**config.mk**
```make
export PLATFORM = sky130hd
export DESIGN_NAME = gpio_port_open_drain_control_unit
export DESIGN_NICKNAME = d
export VERILOG_FILES = /design/src/hw/rtl/gpodc_pkg.sv /design/src/hw/rtl/gpio_port_open_drain_control_unit.sv /design/src/hw/rtl/gpodc_ram.sv /design/src/hw/rtl/gpodc_alu.sv
export SDC_FILE = /design/constraint.sdc
export NUM_CORES = 1
export LEC_CHECK = 0
export BUFFER_PORTS_ARGS = -buffer_cell sky130_fd_sc_hd__buf_2
export CAP_MARGIN = 10
export CORE_ASPECT_RATIO = 1.4
export CORE_MARGIN = 4
export CORE_UTILIZATION = 52
export DETAILED_ROUTE_END_ITERATION = 16
export PLACE_DENSITY = 0.75
export SYNTH_ARGS = -nofsm -noshare
export SYNTH_HDL_FRONTEND = slang
export SYNTH_SLANG_ARGS = --single-unit
```
**constraint.sdc**
```tcl
create_clock -name i_clk -period 11.88 [get_ports i_clk]
set_input_delay 1.188 -clock i_clk [delete_from_list [all_inputs] [get_ports i_clk]]
set_output_delay 1.188 -clock i_clk [all_outputs]
set_load 0.03 [all_outputs]
```
**src/hw/rtl/gpodc_pkg.sv**
```systemverilog
package gpodc_pkg;

    localparam int PINS_PER_PORT = 16;
    localparam int FUNC_W        = 3;
    localparam int PORT_W        = 3;
    localparam int MODE_W        = 2;
    localparam int NUM_PORTS_DEF = 4;

    localparam logic [FUNC_W-1:0] OP_SETUP  = 3'd0;
    localparam logic [FUNC_W-1:0] OP_GET    = 3'd1;
    localparam logic [FUNC_W-1:0] OP_SET    = 3'd2;
    localparam logic [FUNC_W-1:0] OP_CLEAR  = 3'd3;
    localparam logic [FUNC_W-1:0] OP_TOGGLE = 3'd4;

    localparam logic [MODE_W-1:0] MODE_IN  = 2'd0;
    localparam logic [MODE_W-1:0] MODE_OUT = 2'd1;
    localparam logic [MODE_W-1:0] MODE_OD  = 2'd2;
    localparam logic [MODE_W-1:0] MODE_BAD = 2'd3;

    typedef logic [PINS_PER_PORT-1:0] t_pins;

    typedef struct packed {
        logic [FUNC_W-1:0]               func;
        logic [PORT_W-1:0]               port;
        t_pins                           pin_select;
        logic [MODE_W*PINS_PER_PORT-1:0] mode_bits;
        t_pins                           value_mask;
        t_pins                           pin_levels;
    } t_gpodc_req;

    typedef struct packed {
        t_pins read_data;
        t_pins direction_now;
        t_pins latch_now;
        logic  status;
    } t_gpodc_rsp;

    // One port's state, as stored in the port memory.
    typedef struct packed {
        t_pins od;
        t_pins latch;
        t_pins dir;
    } t_gpodc_entry;

endpackage

```
**src/hw/rtl/gpio_port_open_drain_control_unit.sv**
```systemverilog
// Channel    Handshake              Payload   Direction
// request    start / busy           i_req     in
// result     o_done (one cycle)     o_rsp     out
//
// An item is read from the port memory in the cycle after it is taken and
// written back at the end of that cycle; the result is registered and follows in the next cycle.
// busy is high for one cycle after each accepted item, so no new item is
// taken while the read-modify-write of the port memory is under way.
// Reset clears the per-port valid bits; a port never written reads as zero.
// o_done is high for one cycle only, and results cannot be stalled.
module gpio_port_open_drain_control_unit #(
    parameter int NUM_PORTS = gpodc_pkg::NUM_PORTS_DEF
) (
    input  logic                  i_clk,
    input  logic                  i_rst_n,
    input  logic                  start,
    output logic                  busy,
    input  gpodc_pkg::t_gpodc_req i_req,
    output logic                  o_done,
    output gpodc_pkg::t_gpodc_rsp o_rsp
);
    import gpodc_pkg::*;

    localparam int AW = (NUM_PORTS > 1) ? $clog2(NUM_PORTS) : 1;
    localparam int EW = $bits(t_gpodc_entry);
    localparam logic [PORT_W:0] PORT_LIMIT = (PORT_W + 1)'(NUM_PORTS);

    logic                 accept;
    logic                 r_busy, n_busy;
    logic                 r_done, n_done;
    t_gpodc_req           r_req;
    t_gpodc_rsp           r_rsp;
    logic [NUM_PORTS-1:0] r_valid, n_valid;
    logic [AW-1:0]        addr;
    logic                 port_ok;
    logic                 entry_valid;
    logic [EW-1:0]        ram_q;
    t_gpodc_entry         entry, new_entry;
    t_gpodc_rsp           rsp;
    logic                 we;

    assign accept  = start && !r_busy;
    assign addr    = r_req.port[AW-1:0];
    assign port_ok = {1'b0, r_req.port} < PORT_LIMIT;
    assign we      = r_busy && port_ok;

    always_comb begin
        entry_valid = 1'b0;
        for (int i = 0; i < NUM_PORTS; i++) begin
            if (addr == AW'(i)) begin
                entry_valid = r_valid[i];
            end
        end
    end

    // A port not yet written since reset reads as zero.
    assign entry = entry_valid ? t_gpodc_entry'(ram_q) : '0;

    gpodc_ram #(
        .WIDTH (EW),
        .DEPTH (NUM_PORTS)
    ) u_ram (
        .i_clk   (i_clk),
        .i_we    (we),
        .i_waddr (addr),
        .i_wdata (EW'(new_entry)),
        .i_re    (accept),
        .i_raddr (i_req.port[AW-1:0]),
        .o_rdata (ram_q)
    );

    gpodc_alu u_alu (
        .i_req     (r_req),
        .i_entry   (entry),
        .i_port_ok (port_ok),
        .o_entry   (new_entry),
        .o_rsp     (rsp)
    );

    always_comb begin
        n_busy  = accept;
        n_done  = r_busy;
        n_valid = r_valid;
        for (int i = 0; i < NUM_PORTS; i++) begin
            if (we && (addr == AW'(i))) begin
                n_valid[i] = 1'b1;
            end
        end
    end

    always_ff @(posedge i_clk) begin
        if (!i_rst_n) begin
            r_busy  <= 1'b0;
            r_done  <= 1'b0;
            r_valid <= '0;
        end else begin
            r_busy  <= n_busy;
            r_done  <= n_done;
            r_valid <= n_valid;
        end
    end

    always_ff @(posedge i_clk) begin
        if (accept) begin
            r_req <= i_req;
        end
        if (r_busy) begin
            r_rsp <= rsp;
        end
    end

    assign busy   = r_busy;
    assign o_done = r_done;
    assign o_rsp  = r_rsp;

endmodule

```
**src/hw/rtl/gpodc_ram.sv**
```systemverilog
module gpodc_ram #(
    parameter int WIDTH = 8,
    parameter int DEPTH = 4,
    localparam int AW   = (DEPTH > 1) ? $clog2(DEPTH) : 1
) (
    input  logic             i_clk,
    input  logic             i_we,
    input  logic [AW-1:0]    i_waddr,
    input  logic [WIDTH-1:0] i_wdata,
    input  logic             i_re,
    input  logic [AW-1:0]    i_raddr,
    output logic [WIDTH-1:0] o_rdata
);

    logic [WIDTH-1:0] r_mem [DEPTH];
    logic [WIDTH-1:0] r_rdata;

    always_ff @(posedge i_clk) begin
        if (i_we) begin
            r_mem[i_waddr] <= i_wdata;
        end
        if (i_re) begin
            r_rdata <= r_mem[i_raddr];
        end
    end

    assign o_rdata = r_rdata;

endmodule

```
**src/hw/rtl/gpodc_alu.sv**
```systemverilog
module gpodc_alu (
    input  gpodc_pkg::t_gpodc_req   i_req,
    input  gpodc_pkg::t_gpodc_entry i_entry,
    input  logic                    i_port_ok,
    output gpodc_pkg::t_gpodc_entry o_entry,
    output gpodc_pkg::t_gpodc_rsp   o_rsp
);
    import gpodc_pkg::*;

    t_pins sel, m, od, lat, dir;
    t_pins bad, first_bad, keep, app;
    t_pins in_m, out_m, od_m, odm;
    t_pins n_od, n_lat, n_dir, rd;
    logic  status;

    assign sel = i_req.pin_select;
    assign m   = i_req.value_mask & sel;
    assign od  = i_entry.od;
    assign lat = i_entry.latch;
    assign dir = i_entry.dir;
    assign odm = m & od;

    // Decode every pin's mode; in, out and open-drain apply only below the lowest bad pin.
    always_comb begin
        for (int i = 0; i < PINS_PER_PORT; i++) begin
            bad[i]   = sel[i] && (i_req.mode_bits[MODE_W*i +: MODE_W] == MODE_BAD);
            in_m[i]  = app[i] && (i_req.mode_bits[MODE_W*i +: MODE_W] == MODE_IN);
            out_m[i] = app[i] && (i_req.mode_bits[MODE_W*i +: MODE_W] == MODE_OUT);
            od_m[i]  = app[i] && (i_req.mode_bits[MODE_W*i +: MODE_W] == MODE_OD);
        end
    end

    // Walk stops at the lowest bad pin: keep only the pins below it.
    assign first_bad = bad & (~bad + t_pins'(1));
    assign keep      = (bad == '0) ? '1 : (first_bad - t_pins'(1));
    assign app       = sel & keep;

    always_comb begin
        n_od   = od;
        n_lat  = lat;
        n_dir  = dir;
        rd     = '0;
        status = 1'b0;
        case (i_req.func)
            OP_SETUP: begin
                n_od   = (od & ~(in_m | out_m)) | od_m;
                n_dir  = (dir & ~(in_m | od_m)) | out_m;
                n_lat  = lat & ~od_m;
                status = |bad;
            end
            OP_GET: begin
                rd = i_req.pin_levels & sel;
            end
            OP_SET: begin
                n_dir = dir & ~odm;
                n_lat = lat | (m & ~od);
            end
            OP_CLEAR: begin
                n_dir = dir | odm;
                n_lat = lat & ~(m & ~od);
            end
            OP_TOGGLE: begin
                n_dir = (dir & ~odm) | (odm & i_req.pin_levels);
                n_lat = lat ^ (m & ~od);
            end
            default: begin
                status = 1'b1;
            end
        endcase
    end

    assign o_entry = '{od: n_od, latch: n_lat, dir: n_dir};

    always_comb begin
        if (i_port_ok) begin
            o_rsp = '{read_data: rd, direction_now: n_dir, latch_now: n_lat,
                      status: status};
        end else begin
            o_rsp = '{read_data: '0, direction_now: '0, latch_now: '0,
                      status: 1'b1};
        end
    end

endmodule

```
-- After elaboration in Yosys (flattened, before gate mapping)
Memory sizes are Yosys's and may differ from the RTL's. A register that Yosys moved wholly into a read port is not among the register bits.
Index checks and enable logic that the tools add are counted.
- bits in registers: 141
- memory bits (writable): 192
- logic and storage cells: 207
- memories: 1
- $add $sub $neg: 2
- magnitude comparators: 1
- eq/ne operators: 55
- multiplexer cells: 12
- bitwise operators: 27
- reduce and logical (&&, ||, !) cells: 93
- memory list (memory ; words ; width ; rd ports ; clocked after Yosys merged registers in ; wr ports ; RTL line ; text):
    u_ram.r_mem ; 4 ; 48 ; 1 ; 1 ; 1 ; gpodc_ram.sv:15 ; logic [WIDTH-1:0] r_mem [DEPTH];
- operators with widths (cell ; count):
    16-bit bitwise AND ; 12
    16-bit one-hot mux with 4 select lines ; 2
    16-bit NOT ; 7
    16-bit bitwise OR ; 7
    1-bit logical AND ; 70
    2-bit == test (second input constant) ; 34
    48-bit two-way mux ; 1
    2-bit by 1-bit == test with 1-bit output (second input constant) ; 17
    2-bit logical NOT ; 17
    16-bit two-way mux ; 2
    16-bit by 1-bit adder with 16-bit output (second input constant) ; 1
    16-bit logical NOT ; 1
    16-bit OR reduction ; 1
    16-bit by 1-bit subtractor with 16-bit output (second input constant) ; 1
    16-bit XOR ; 1
    3-bit by 2-bit == test with 1-bit output (second input constant) ; 2
    1-bit two-way mux ; 6
    4-bit OR reduction ; 1
    3-bit by 1-bit == test with 1-bit output (second input constant) ; 1
    3-bit == test (second input constant) ; 1
    3-bit logical NOT ; 1
    3-bit < comparator (second input constant) ; 1
    1-bit one-hot mux with 2 select lines ; 1
    2-bit AND reduction ; 1
    1-bit logical NOT ; 1

-- Logic depth before layout (Yosys ltp)
Gate-level depths: netlist of run 1.
- depth in word-level cells: 14
- mapped depth: 15

-- Modules after synthesis
Synthesis of run 1 repeated with hierarchy kept, for this count alone.
- cells, all modules: 1052
- area total of the unflattened synthesis: 16328.2 sq um
- by module, submodules not included (module ; times used ; cells an instance ; area an instance (sq um) ; sequential area each (sq um)):
    gpodc_ram ; 1 ; 302 ; 8390.5 ; 7206.9
    gpio_port_open_drain_control_unit ; 1 ; 208 ; 4695.8 ; 4174.0
    gpodc_alu ; 1 ; 542 ; 3241.9 ; 0.0

-- Worst setup path before layout of run 1
No wires, ideal clock.
- kind: register to register
- from: reg r_busy, in the netlist busy
- to: reg r_req (netlist bit addr[0]), enable pin
- arrival time: 7.143 ns
- path slack: 4.098 ns
- stages on the path, launching flop included: 2
- cells stage by stage: dfxtp_1 nor2b_1
- word-level cells in the longest chain between the ends: 2
- ends and longest elaborated chain (element ; RTL line ; text):
    from (decl) ; gpio_port_open_drain_control_unit.sv:29 ; logic r_busy, n_busy;
    from (signal assigned) ; gpio_port_open_drain_control_unit.sv:97 ; r_busy <= n_busy;
    1-bit logical NOT ; gpio_port_open_drain_control_unit.sv:42 ; assign accept = start && !r_busy;
    1-bit logical AND ; gpio_port_open_drain_control_unit.sv:42 ;
    net accept ; gpio_port_open_drain_control_unit.sv:28 ; logic accept;
    to (signal assigned) ; gpio_port_open_drain_control_unit.sv:105 ; r_req <= i_req;
    to (decl) ; gpio_port_open_drain_control_unit.sv:31 ; t_gpodc_req r_req;
The timed path passes the listed nets, and every way through them passes these cells.
A chain may end at the register's enable or synchronous reset.

==> flow_metrics.env, run 1 <==
export IMPL_port_buffers=139
export IMPL_tightest_slew_ns=1.08
export IMPL_num_vias=10500
export IMPL_clk_latency_ns=0.54
export IMPL_dp_final_hpwl_mm=26.9
export IMPL_outcome="finished clean"
export IMPL_grt_pass1_wl_mm=64.3
export IMPL_synth_top_area_frac=0.694
export IMPL_fin_tns_setup_ns=0
export IMPL_ant_nets=0
export IMPL_critPathKind="reg2reg"
export IMPL_cts_resized=0
export IMPL_fillerInstances=2307
export IMPL_multiInputGateArea_sq_um=4570
export IMPL_yosys_warnings=0
export IMPL_synthFlopType="edfxtp_1"
export IMPL_drt_iter0_markers=1318
export IMPL_areaGrowthSynthToFinish_pct=14.1
export IMPL_syn_nets=1162
export IMPL_die_y_um=217
export IMPL_final_cells=1607
export IMPL_ir_drop_v=0.000131
export IMPL_rows=76
export IMPL_cp_max_fo=62
export IMPL_wl_mm=42.9
export IMPL_grtUsageTotal=0.253
export IMPL_post_place_ws_ns=8.44
export IMPL_holdCritPathClass="reg2reg"
export IMPL_core_area_sq_um=30800
export IMPL_n_antenna_cell=0
export IMPL_dr_pass1_iters=7
export IMPL_antenna_found_initial=0
export IMPL_synth_area_sq_um=16200
export IMPL_cp_data_arrival_time_ns=3.73
export IMPL_skew_ns=0.0246
export IMPL_final_max_slew_viol_count=0
export IMPL_timing_final_crit_share=0.295
export IMPL_h_tree_depth=2
export IMPL_clockBufferDepth=3
export IMPL_synth_most_common_cell="edfxtp_1"
export IMPL_post_drt_wl_per_cell_um=26.7
export IMPL_fp_dieW_um=157
export IMPL_ys_types=74
export IMPL_cts_buffers=37
export IMPL_rsz0062_at_grt="no"
export IMPL_nets=1295
export IMPL_synth_seq_area_share=0.702
export IMPL_endpoint_kind="register"
export IMPL_tritoncts="built"
export IMPL_final_setup_viol_count=0
export IMPL_power_density_nw_per_um2=160
export IMPL_post_route_min_period_ns=3.50
export IMPL_slew_headroom=0.279
export IMPL_synth_edf_count=375
export IMPL_max_cap_violations=0
export IMPL_initial_core_util=0.526
export IMPL_gp_congestion=0.914
export IMPL_placed_cells=1541
export IMPL_avgSynthCellArea_sq_um=15.3
export IMPL_viasPerCell=6.54
export IMPL_clk_pin_slew_ns=0.07
export IMPL_clock_sinks=381
export IMPL_grt_pass1_vias=10800
export IMPL_clock_fmax_mhz=286
export IMPL_worst_slack_ns=8.38
export IMPL_drive_above_1_share=0.234
export IMPL_seqCellArea_sq_um=11400
export IMPL_overflow=0
export IMPL_cp_start_kind="register"
export IMPL_synth_top_area_cell="edfxtp_1"
export IMPL_drc=0
export IMPL_ys_ff_latch=381
export IMPL_cp_required_ns=12.11
export IMPL_synth_async_reset_ratio=0
export IMPL_ctsHoldBuffers=0
export IMPL_synthTopCellsByArea="edfxtp_1, mux4_2, nand2_1"
export IMPL_cts_root_buf="clkbuf_16"
export IMPL_cts_setup_buffers=0
export IMPL_power_leakage_nw=6.36
export IMPL_hold_viol_final=0
export IMPL_worst_hold_slack_ns=0.504
export IMPL_yosys_top_cells_count="edfxtp_1, nand2_1, nand3_1"
export IMPL_io_pins=140
export IMPL_grt_start_max_net_pins=72
export IMPL_synth_cells=1057
export IMPL_die_area_sq_um=34100
## per-layer routing
layer / share of wire / vias to the layer above / GRT usage
li1: - / 4491 / -
met1: 0.36 / 5220 / 0.323
met2: 0.49 / 663 / 0.410
met3: 0.089 / 142 / 0.0444
met4: 0.060 / 0 / 0.141
met5: 0 / - / 0
## final timing paths
| check | startpoint | to | slack, ns | depth (start not counted) |
|---|---|---|---|---|
| max | addr[1]$_DFFE_PP_ | u_ram.r_mem[0][19]$_DFFE_PP_ | 8.38 | 9 |
| min reg2reg | r_valid[3]$_SDFFE_PN0P_ | r_valid[3]$_SDFFE_PN0P_ | 0.50 | 1 |
| min | r_valid[3]$_SDFFE_PN0P_ | r_valid[3]$_SDFFE_PN0P_ | 0.50 | 1 |
| max reg2reg | addr[1]$_DFFE_PP_ | u_ram.r_mem[0][19]$_DFFE_PP_ | 8.38 | 9 |
## stage by stage
stage / total power, mW / utilization / area, sq um
floorplan: 1.72 / - / 16200
global placement: 1.79 / 0.561 / 17300
detailed placement: 1.80 / 0.561 / 17300
CTS: 2.97 / 0.601 / 18500
global route: 3.05 / 0.601 / 18500
finish: 2.96 / 0.601 / 18500
## registers in the layout (all words and copies together), names as in the netlist
signal,flops
u_ram.r_mem,192
r_req,84
busy,1
r_valid,4
u_ram.o_rdata,48
o_rsp,49
o_done,1
addr,2
## where the power goes
group | total (mW) | switching (mW) | internal [mW]
sequential | 1.56 | 0.0372 | 1.53
combinational | 0.210 | 0.139 | 0.0709
clock | 1.18 | 0.498 | 0.687
total | 2.96 | 0.674 | 2.28
## cell type report
cell class,count,area share
Sequential cell,381,0.615
Multi-Input combinational cell,607,0.247
Clock buffer,42,0.0533
Inverter,8,0.00162
Tap cell,390,0.0264
Clock inverter,24,0.0125
Timing Repair Buffer,155,0.0442
## cells in the final DEF (no fill, tap or decap), drive strengths merged, types with 4 or more instances in the layout
master and count:
edfxtp 375, buf 155, nand2 90, nand3 57, a21oi 52, mux4 49
clkbuf 42, nor2 41, o21ai 38, nor2b 33, and3 33, a31oi 21
ha 16, nor3 14, clkinv 13, nand4 11, o211ai 11, inv 10
o21a 9, nand3b 8, maj3 8, nor3b 8, and2 6, a211oi 6
a32o 6, dfxtp 6, a32oi 5, nand2b 5, clkinvlp 5, o31ai 5
a41oi 4, nand4b 4, or2 4, o21bai 4, a22oi 4, bufinv 4
mux2i 4
## critical path, stage by stage, from the launching register on
cell and delay (ns):
edfxtp_1 0.56, mux4_2 0.54, buf_4 0.35, nand2_1 0.20, nand3_1 0.14, ha_1 0.32
a21oi_1 0.12, nor2_1 0.07, a2111oi_0 0.64, nor2_1 0.20
## cell families after synthesis
kind of cell	after synthesis	share of synthesized area
flip-flops	381	0.702
AND/OR/NAND/NOR	329	0.107
buffers and inverters	69	0.0192
AO/OA/AOI/OAI	200	0.0836
adder cells (fa/ha/maj)	24	0.0173
multiplexers	54	0.0712
Note: power is estimated with default switching activity, not from simulation.
==> inputs of run 2 (changes only) <==
==> constraint.sdc (replaced) <==
create_clock -name i_clk -period 3.6 [get_ports i_clk]
set_input_delay 0.36 -clock i_clk [delete_from_list [all_inputs] [get_ports i_clk]]
set_output_delay 0.36 -clock i_clk [all_outputs]
set_load 0.03 [all_outputs]
==> flow_metrics.env, run 2 (synthesized netlist as in run 1, its figures left out) <==
export IMPL_outcome="finished clean"
export IMPL_endpoint_kind="register"
export IMPL_post_place_ws_ns=0.380
export IMPL_hold_viol_final=0
export IMPL_post_route_min_period_ns=3.29
export IMPL_layout_commonest_cell="edfxtp_1"
export IMPL_power_leakage_nw=6.83
export IMPL_tritoncts="built"
export IMPL_cts_setup_buffers=0
export IMPL_power_density_nw_per_um2=506
export IMPL_antenna_found_initial=1
export IMPL_skew_ns=0.0196
export IMPL_ant_nets=0
export IMPL_final_max_slew_viol_count=0
export IMPL_clockBufferDepth=3
export IMPL_gp_congestion=0.945
export IMPL_cp_max_fo=23
export IMPL_post_drt_wl_per_cell_um=26.0
export IMPL_placed_cells=1579
export IMPL_h_tree_depth=2
export IMPL_rows=76
export IMPL_reg2reg_slack_ns=0.31
export IMPL_port_buffers=139
export IMPL_r2r_cells=9
export IMPL_worst_slack_ns=0.315
export IMPL_final_cells=1701
export IMPL_areaGrowthSynthToFinish_pct=19.9
export IMPL_io_pins=140
export IMPL_hold_depth=1
export IMPL_dp_final_hpwl_mm=28.7
export IMPL_rsz0062_at_grt="no"
export IMPL_cts_root_buf="clkbuf_16"
export IMPL_regMostFlops="u_ram.r_mem"
export IMPL_cp_data_arrival_time_ns=3.52
export IMPL_num_vias=10900
export IMPL_grt_pass1_vias=10900
export IMPL_grtUsageTotal=0.261
export IMPL_initial_core_util=0.526
export IMPL_final_setup_viol_count=0
export IMPL_grt_pass1_wl_mm=66.2
export IMPL_tightest_slew_ns=0.772
export IMPL_max_cap_violations=0
export IMPL_die_y_um=217
export IMPL_cp_required_ns=3.83
export IMPL_setup_worst_path_start="addr[1]$_DFFE_PP_"
export IMPL_critPathKind="reg2reg"
export IMPL_ir_drop_v=0.000522
export IMPL_drt_iter0_markers=1165
export IMPL_dr_pass1_iters=6
export IMPL_slew_headroom=0.486
export IMPL_drive_above_1_share=0.243
export IMPL_wl_mm=44.2
export IMPL_clk_pin_slew_ns=0.06
export IMPL_timing_final_crit_share=0.913
export IMPL_grt_start_max_net_pins=50
export IMPL_holdCritStartpoint="i_req[70]"
export IMPL_worstReg2RegStart="addr[1]$_DFFE_PP_"
export IMPL_overflow=0
export IMPL_holdCritPathClass="in2reg"
export IMPL_n_antenna_cell=0
export IMPL_largest_reg_flops=192
export IMPL_cts_buffers=37
export IMPL_final_cell_mix="edfxtp_1, buf_2, nand2_1"
export IMPL_clk_latency_ns=0.53
export IMPL_hold_end="r_req[70]$_DFFE_PP_"
export IMPL_nets=1389
export IMPL_cp_start_kind="register"
export IMPL_cts_resized=0
export IMPL_viasPerCell=6.42
export IMPL_fillerInstances=2180
export IMPL_core_area_sq_um=30800
export IMPL_clock_sinks=381
export IMPL_fp_dieW_um=157
export IMPL_die_area_sq_um=34100
export IMPL_clock_fmax_mhz=304
export IMPL_reg2reg_to="u_ram.r_mem[1][19]$_DFFE_PP_"
export IMPL_drc=0
==> run 2: cell types whose count changed in the layout (fill, tap and decap cells not counted), moves of 5 or more <==
| cell | delta |
|---|---|
| clkbuf_1 | +5 |
| clkinvlp_4 | -5 |
| buf_12 | +8 |
| dlygate4sd3_1 | +56 |
| buf_4 | +30 |
==> run 2: how the worst max path moves through the flow <==
stage	slack, ns	endpoint	cells after the start
after floorplan	-0.1	u_ram.r_mem[0][0]$_DFFE_PP_	2
after detailed placement	0.38	u_ram.r_mem[2][19]$_DFFE_PP_	9
after CTS	0.35	u_ram.r_mem[1][19]$_DFFE_PP_	9
after global routing	0.04	u_ram.r_mem[1][19]$_DFFE_PP_	9
final	0.31	u_ram.r_mem[1][19]$_DFFE_PP_	9
after global placement	0.42	u_ram.r_mem[0][19]$_DFFE_PP_	9
==> run 2: area by class of cell <==
class | count | area, sq um | area share
Clock buffer | 47 | 1010 | 0.0518
Clock inverter | 19 | 203 | 0.0104
Inverter | 8 | 30.0 | 0.00154
Multi-Input combinational cell | 607 | 4560 | 0.235
Sequential cell | 381 | 11400 | 0.586
Tap cell | 390 | 488 | 0.0251
Timing Repair Buffer | 249 | 1760 | 0.0908
==> run 2: what timing repair did <==
| action | in CTS | in global routing |
|---|---|---|
| hold buffers | 53 | 3 |
| setup endpoints to repair | 0 | 0 |
| hold endpoints to repair | 53 | 3 |
==> run 2: power by group <==
| part | leakage, nW | internal [mW] | switching, mW |
|---|---|---|---|
| Clock | 0.593 | 2.28 | 1.62 |
| Combinational | 2.65 | 0.307 | 0.473 |
| Sequential | 3.58 | 5.04 | 0.130 |
| Total | 6.83 | 7.62 | 2.22 |
==> run 2: worst max-delay path, cell delays in order, from the launching register on <==
cell,delay [ns]
edfxtp_1,0.56
mux4_2,0.74
buf_12,0.24
nand2_1,0.09
nand3_1,0.12
ha_1,0.32
a21oi_1,0.12
nor2_1,0.06
a2111oi_0,0.54
nor2_1,0.18
==> run 2: through the flow <==
stage          TNS, ns   util  power, mW  hold WS, ns  area, sq um
4_1_cts              0  0.630       9.87     0.000416        19400
6_report             0  0.631       9.84       0.0116        19400
3_5_place_dp         0  0.573       5.97        0.488        17700
5_1_grt              0  0.631       10.1     0.000225        19400
3_3_place_gp         0  0.573       5.95        0.485        17700
2_1_floorplan    -4.67      -       5.65        0.457        16200
==> run 2: routing by layer <==
layer / global-route usage / vias to the layer above / part of all wire
met5: 0 / - / 0
met2: 0.425 / 701 / 0.49
met3: 0.0404 / 164 / 0.089
met1: 0.342 / 5366 / 0.36
met4: 0.130 / 0 / 0.058
li1: - / 4681 / -
